==> config.mk <==
export PLATFORM = sky130hd
export DESIGN_NAME = sorted_list_queue_flat
export DESIGN_NICKNAME = d
export VERILOG_FILES = /design/src/rtl/slq_pkg.sv /design/src/rtl/slq_if.sv /design/src/rtl/slq_cell.sv /design/src/rtl/sorted_list_queue.sv /design/src/flat_wrapper.sv
export SDC_FILE = /design/constraint.sdc
export NUM_CORES = 2
export LEC_CHECK = 0
export ABC_AREA = 1
export BUFFER_PORTS_ARGS = -buffer_cell sky130_fd_sc_hd__buf_2
export CAP_MARGIN = 20
export CORE_MARGIN = 5
export CORE_UTILIZATION = 46
export DETAILED_ROUTE_END_ITERATION = 8
export PLACE_DENSITY = 0.62
export SETUP_SLACK_MARGIN = 0.4
export SLEW_MARGIN = 10
export SYNTH_ARGS = -nofsm -noshare
export SYNTH_HDL_FRONTEND = slang
export SYNTH_HIERARCHICAL = 1
export SYNTH_SLANG_ARGS = --single-unit
==> constraint.sdc <==
create_clock -name clk -period 5.05 [get_ports clk]
set_clock_uncertainty 0.1 [all_clocks]
set_input_delay 0.7575 -clock clk [delete_from_list [all_inputs] [get_ports clk]]
set_output_delay 0.7575 -clock clk [all_outputs]
set_load 0.02 [all_outputs]
==> src/rtl/slq_pkg.sv <==
// Shared types and codes for the sorted list queue.
// No dependencies; compiled first.
package slq_pkg;

  typedef enum logic [1:0] {
    KIND_SORTED   = 2'd0,
    KIND_APPEND   = 2'd1,
    KIND_POP_HEAD = 2'd2,
    KIND_POP_TAIL = 2'd3
  } kind_t;

  typedef enum logic [1:0] {
    ST_DONE  = 2'd0,
    ST_FULL  = 2'd1,
    ST_EMPTY = 2'd2
  } status_t;

  // Broadcast to every cell for the word being accepted this cycle.
  typedef struct packed {
    logic insert;    // insert that fits
    logic sorted;    // ordered insert (else append)
    logic pop_head;  // head removal on a non-empty list
  } cell_ctrl_t;

endpackage

==> src/rtl/slq_if.sv <==
// Valid/ready channel interfaces for the request and response words.
// Depends on nothing; follows slq_pkg in compile order.
interface slq_req_if;
  logic        valid;
  logic        ready;
  logic [1:0]  kind;
  logic signed [31:0] value;

  modport source (output valid, output kind, output value, input ready);
  modport sink   (input valid, input kind, input value, output ready);
endinterface

interface slq_rsp_if;
  logic        valid;
  logic        ready;
  logic signed [31:0] removed_value;
  logic        removed_valid;
  logic [1:0]  status;
  logic [4:0]  occupancy;

  modport source (output valid, output removed_value, output removed_valid,
                  output status, output occupancy, input ready);
  modport sink   (input valid, input removed_value, input removed_valid,
                  input status, input occupancy, output ready);
endinterface

==> src/rtl/slq_cell.sv <==
// One list slot: holds an entry, compares it with the incoming value and
// takes its new entry from the value or a neighbor. Depends on slq_pkg.
module slq_cell (
  input  logic               clk,
  input  slq_pkg::cell_ctrl_t ctrl,
  input  logic signed [31:0] value,
  input  logic signed [31:0] left_entry,
  input  logic signed [31:0] right_entry,
  input  logic               occ,
  input  logic               at_tail,
  input  logic               found_before,
  output logic signed [31:0] entry,
  output logic               hit
);

  logic signed [31:0] entry_next;

  assign hit = occ && (entry >= value);

  always_comb begin
    entry_next = entry;
    if (ctrl.insert) begin
      if (ctrl.sorted) begin
        if (found_before && (occ || at_tail)) begin
          entry_next = left_entry;
        end else if (!found_before && (hit || at_tail)) begin
          entry_next = value;
        end
      end else if (at_tail) begin
        entry_next = value;
      end
    end else if (ctrl.pop_head && occ) begin
      entry_next = right_entry;
    end
  end

  always_ff @(posedge clk) begin
    entry <= entry_next;
  end

endmodule

==> src/rtl/sorted_list_queue.sv <==
// Top level of the sorted list queue: a row of slq_cell slots plus count
// and response register. Depends on slq_pkg, slq_if and slq_cell.
//
// Usage: request words on req carry kind and value; every accepted request
// gives exactly one response word on rsp with removed_value, removed_valid,
// status and occupancy (entries stored after the operation).
// Sorted insert places the value ahead of the first entry >= it; append
// adds at the tail; the two removals take out the head or the tail.
// An insert on a full list is dropped with status full; a removal on an
// empty list changes nothing and reports status empty.
// The response is registered and shows in the cycle after accept.
// Throughput: one request per cycle while rsp is not stalled. Each cell
// compares in parallel and shifts by one slot in the same cycle; the
// insert position is a log2(DEPTH)-level prefix OR over the compare flags.
// The response register is the only buffer: while rsp is stalled, req.ready
// stays low and the list holds; a new word enters in the cycle the pending
// response is taken.
// Reset clears the count and the response valid; slot contents are left
// as they are, since only slots below the count are ever read.
module sorted_list_queue #(
  parameter int DEPTH = 16
) (
  input  logic clk,
  input  logic rst,
  slq_req_if.sink   req,
  slq_rsp_if.source rsp
);

  localparam int CW  = $clog2(DEPTH + 1);
  localparam int IW  = $clog2(DEPTH);
  localparam int LVL = $clog2(DEPTH);

  logic [CW-1:0] count;
  logic [CW-1:0] count_next;
  logic          accept;
  logic          full;
  logic          empty;
  logic          is_insert;
  slq_pkg::kind_t     kind;
  slq_pkg::cell_ctrl_t ctrl;

  logic signed [31:0] entry [DEPTH];
  logic [DEPTH-1:0]   hit;
  logic [DEPTH-1:0]   found_before;
  logic [DEPTH-1:0]   occ;
  logic [DEPTH-1:0]   at_tail;

  logic signed [31:0] tail_entry;
  logic signed [31:0] removed_next;
  logic               removed_valid_next;
  slq_pkg::status_t   status_next;

  assign kind      = slq_pkg::kind_t'(req.kind);
  assign full      = (count == CW'(DEPTH));
  assign empty     = (count == '0);
  assign is_insert = (kind == slq_pkg::KIND_SORTED) || (kind == slq_pkg::KIND_APPEND);
  assign req.ready = !rsp.valid || rsp.ready;
  assign accept    = req.valid && req.ready;

  assign ctrl.insert   = accept && is_insert && !full;
  assign ctrl.sorted   = (kind == slq_pkg::KIND_SORTED);
  assign ctrl.pop_head = accept && (kind == slq_pkg::KIND_POP_HEAD) && !empty;

  // exclusive prefix OR of the hit flags: set above the first hit
  always_comb begin
    logic [DEPTH-1:0] p;
    p = hit << 1;
    for (int k = 0; k < LVL; k++) begin
      p = p | (p << (1 << k));
    end
    found_before = p;
  end

  for (genvar i = 0; i < DEPTH; i++) begin : g_cell
    logic signed [31:0] left_entry;
    logic signed [31:0] right_entry;

    assign occ[i]     = (CW'(i) < count);
    assign at_tail[i] = (CW'(i) == count);

    if (i == 0) begin : g_first
      assign left_entry = req.value;
    end else begin : g_mid_l
      assign left_entry = entry[i-1];
    end
    if (i == DEPTH - 1) begin : g_last
      assign right_entry = entry[i];
    end else begin : g_mid_r
      assign right_entry = entry[i+1];
    end

    slq_cell u_cell (
      .clk          (clk),
      .ctrl         (ctrl),
      .value        (req.value),
      .left_entry   (left_entry),
      .right_entry  (right_entry),
      .occ          (occ[i]),
      .at_tail      (at_tail[i]),
      .found_before (found_before[i]),
      .entry        (entry[i]),
      .hit          (hit[i])
    );
  end

  assign tail_entry = entry[IW'(count - CW'(1))];

  always_comb begin
    count_next         = count;
    removed_next       = '0;
    removed_valid_next = 1'b0;
    status_next        = slq_pkg::ST_DONE;
    if (is_insert) begin
      if (full) begin
        status_next = slq_pkg::ST_FULL;
      end else begin
        count_next = count + CW'(1);
      end
    end else if (empty) begin
      status_next = slq_pkg::ST_EMPTY;
    end else begin
      removed_valid_next = 1'b1;
      removed_next       = (kind == slq_pkg::KIND_POP_HEAD) ? entry[0] : tail_entry;
      count_next         = count - CW'(1);
    end
  end

  always_ff @(posedge clk) begin
    if (rst) begin
      count     <= '0;
      rsp.valid <= 1'b0;
    end else begin
      if (accept) begin
        count     <= count_next;
        rsp.valid <= 1'b1;
      end else if (rsp.ready) begin
        rsp.valid <= 1'b0;
      end
    end
  end

  always_ff @(posedge clk) begin
    if (accept) begin
      rsp.removed_value <= removed_next;
      rsp.removed_valid <= removed_valid_next;
      rsp.status        <= status_next;
      rsp.occupancy     <= 5'(count_next);
    end
  end

  a_count_bound: assert property (@(posedge clk) disable iff (rst)
    count <= CW'(DEPTH))
    else $error("count above depth");

  a_full_drop: assert property (@(posedge clk) disable iff (rst)
    rsp.valid && (rsp.status == slq_pkg::ST_FULL) |-> rsp.occupancy == 5'(DEPTH))
    else $error("full status with list not full");

  a_removed_done: assert property (@(posedge clk) disable iff (rst)
    rsp.valid && rsp.removed_valid |-> rsp.status == slq_pkg::ST_DONE)
    else $error("removed word with failure status");

  a_empty_pop: assert property (@(posedge clk) disable iff (rst)
    accept && !is_insert && empty |=> count == '0)
    else $error("removal on empty list changed count");

endmodule
==> src/flat_wrapper.sv <==
// flat-port wrapper written by rule: the top's interface ports become plain ports
module sorted_list_queue_flat 
#(
  parameter int DEPTH = 16
)
  (clk, rst, req_valid, req_kind, req_value, req_ready, rsp_valid, rsp_removed_value, rsp_removed_valid, rsp_status, rsp_occupancy, rsp_ready);
  slq_req_if req_i ();
  slq_rsp_if rsp_i ();
  input  logic clk;
  input  logic rst;
  input wire logic [$bits(req_i.valid)-1:0] req_valid;
  input wire logic [$bits(req_i.kind)-1:0] req_kind;
  input wire logic [$bits(req_i.value)-1:0] req_value;
  output wire logic [$bits(req_i.ready)-1:0] req_ready;
  output wire logic [$bits(rsp_i.valid)-1:0] rsp_valid;
  output wire logic [$bits(rsp_i.removed_value)-1:0] rsp_removed_value;
  output wire logic [$bits(rsp_i.removed_valid)-1:0] rsp_removed_valid;
  output wire logic [$bits(rsp_i.status)-1:0] rsp_status;
  output wire logic [$bits(rsp_i.occupancy)-1:0] rsp_occupancy;
  input wire logic [$bits(rsp_i.ready)-1:0] rsp_ready;
  assign req_i.valid = req_valid;
  assign req_i.kind = req_kind;
  assign req_i.value = req_value;
  assign req_ready = req_i.ready;
  assign rsp_valid = rsp_i.valid;
  assign rsp_removed_value = rsp_i.removed_value;
  assign rsp_removed_valid = rsp_i.removed_valid;
  assign rsp_status = rsp_i.status;
  assign rsp_occupancy = rsp_i.occupancy;
  assign rsp_i.ready = rsp_ready;
  sorted_list_queue #(.DEPTH(DEPTH)) u_core (.clk(clk), .rst(rst), .req(req_i), .rsp(rsp_i));
endmodule
==> impl_metrics.tcl <==
set metrics [dict create \
    status "finished clean" \
    period_needed_ns 4.37 \
    maxCapViolations 0 \
    cts_made_buffers 74 \
    slew_headroom_pct 4.69 \
    multi_input_area_um2 27500 \
    fp.dieW_um 339 \
    cts_hold_buf 0 \
    utilization_pct 50.4 \
    clkSinkCount 558 \
    grt_max_degree 82 \
    antenna_found_initial 13 \
    grt_usage_pct 27.6 \
    endpoint_kind "flop" \
    grt_overflow 0 \
    drcViolationCount 0 \
    path_buf_inv 4 \
    htreeDepth 3 \
    syn_inst 7162 \
    drive_above_1_share_pct 7.79 \
    setup_tns_ns 0 \
    worstMarginPinSlew_ns 1.43 \
    core_area_um2 107000 \
    cpMostUsedCell "nand2_1" \
    clock_path_buffers 3 \
    slowest_delay_ns 0.40 \
    synthToLayoutAreaGrowth_pct 8.62 \
    totalWireLength_mm 165 \
    crit_fanout 24 \
    hp-class "input port to flop" \
    vias_per_cell 5.51 \
    via_count 47300 \
    fmax_ghz 0.229 \
    initial_core_util_pct 46.4 \
    rsz0062_at_grt "false" \
    setup_ws_ns 0.682 \
    start_kind "input port" \
    setup_viol 0 \
    drtIter0Drc 4932 \
    ios 80 \
    cts_tree "yes" \
    total_power_uw 15100 \
    slew_viol_final 0 \
    path_cells "buf_2, inv_1, ha_1, nand2_1, nand2_1, nand3_1, nand2_1, a21oi_1, nand2_2, nand2_1, nand2_1, nand2_1, a31oi_1, nor2_1, nand4_1, buf_4, nor2_2, nand3_1, or2_2, nor2_1, nand4_1, nand2_1, a21oi_4, buf_12" \
    grt_pass1_wl_mm 252 \
    worst_ep_arrival_time_ns 4.66 \
    clk_pin_slew_ns 0.06 \
    hold_violations 0 \
    place_hpwl_mm 122 \
    detailedPlace.worstSlack_ns 0.0170 \
    critical_path_class "input port to flop" \
    critPathSlowestCell "or2_2" \
    path_delay_family "simple AND/OR/NAND/NOR gates" \
    clk_latency_ns 0.66 \
    ys_warn_count 6 \
    grt_pass1_vias 43300 \
    nNetsFinal 7676 \
    die_area_um2 115000 \
    dpl-instance-area_um2 51700 \
    io_buffers 79 \
    wl_per_cell_um 19.3 \
    syn-mean-instance-area_um2 6.94 \
    first_pass_iters 6 \
    regArea_um2 16700 \
    leakage_uw 0.0276 \
    p_per_area_nw_per_um2 279 \
    fillCellCount 10700 \
    antenna_left 0 \
    fp-row-count 120 \
    die_height_um 339 \
    post-route-period-util_pct 86.5 \
    gp_congestion 0.961 \
    fin_area_um2 54000 \
    clockRootBuffer "clkbuf_16" \
    crit_required_ns 5.34 \
    syn_area_um2 49700 \
    vdd_drop_max_mv 0.227 \
]
## worst paths after layout
check	startpoint	to	slack, ns	depth (start not counted)
worst min register to register	u_core/rsp.valid$_SDFFE_PP0P_	u_core/rsp.valid$_SDFFE_PP0P_	0.42	2
worst min-delay path	rsp_ready	u_core/rsp.valid$_SDFFE_PP0P_	0.31	4
worst max-delay path	req_value[9]	u_core/g_cell[15].u_cell/entry[25]$_DFFE_PP_	0.68	24
worst max register to register	u_core/g_cell[1].u_cell/entry[31]$_DFFE_PP_	u_core/g_cell[15].u_cell/entry[25]$_DFFE_PP_	0.73	19
## worst reg2reg max path, delay by kind of cell (launching register included)
kind	cells	cell delay (ns)
buffers and inverters	2	0.36
adders and majority gates	1	0.45
and+or+nand+nor	14	2.50
DFF	1	0.44
AOI/OAI and AO/OA	2	0.20
## repair_timing
action                     4_1_cts  5_1_grt
hold endpoints to repair         0        0
resized for setup                0        1
setup buffers                    0        1
setup endpoints to repair        0       63
## power by group
group          total [uW]  internal [uW]  switching [uW]
clock                5110           2920            2190
combinational        4330           1270            3070
sequential           5640           5420             226
total               15100           9610            5480
## registers in the layout (all words and copies together), names as in the netlist
signal                      count
u_core/rsp.status               2
u_core/rsp.valid                1
u_core/rsp.occupancy            5
u_core/g_cell.u_cell/entry    512
u_core/rsp.removed_valid        1
u_core/count                    5
u_core/rsp.removed_value       32
## cells in the final DEF, fill, tap and decap left out, types with 20 or more instances in the layout
cell type / count
inv_1: 1033
nand2_1: 2334
ha_1: 516
nand2_2: 34
buf_2: 79
nor2_1: 233
clkbuf_16: 77
a21oi_1: 774
nor2_2: 34
clkinv_2: 20
or2_2: 21
inv_2: 66
buf_12: 21
nand4_1: 66
nand3_1: 434
o21ai_0: 70
buf_4: 107
edfxtp_1: 552
a31oi_1: 31
o21ai_1: 498
## final cells by class
cell class	instances	area share [%]
Multi-Input combinational cell	5177	50.9
Sequential cell	558	30.9
Inverter	1101	7.67
Clock buffer	92	3.67
Tap cell	1403	3.25
Timing Repair Buffer	209	3.10
Clock inverter	38	0.482
Antenna cell	5	0.0232
## stage by stage
stage                     hold slack (ns)  cells
after floorplan                     0.458   7164
after global placement              0.404   8445
final                               0.313   8583
after CTS                           0.276   8575
after global routing                0.294   8583
after detailed placement            0.416   8445
## metal layers
layer	global-route usage [%]	vias to the layer above	wire (um)
met2	44.6	1949	74500
met1	38.4	21700	71700
met3	4.41	250	14500
met5	0	-	27
li1	-	23400	-
met4	7.77	4	4540
(Power assumes the default switching activity.)
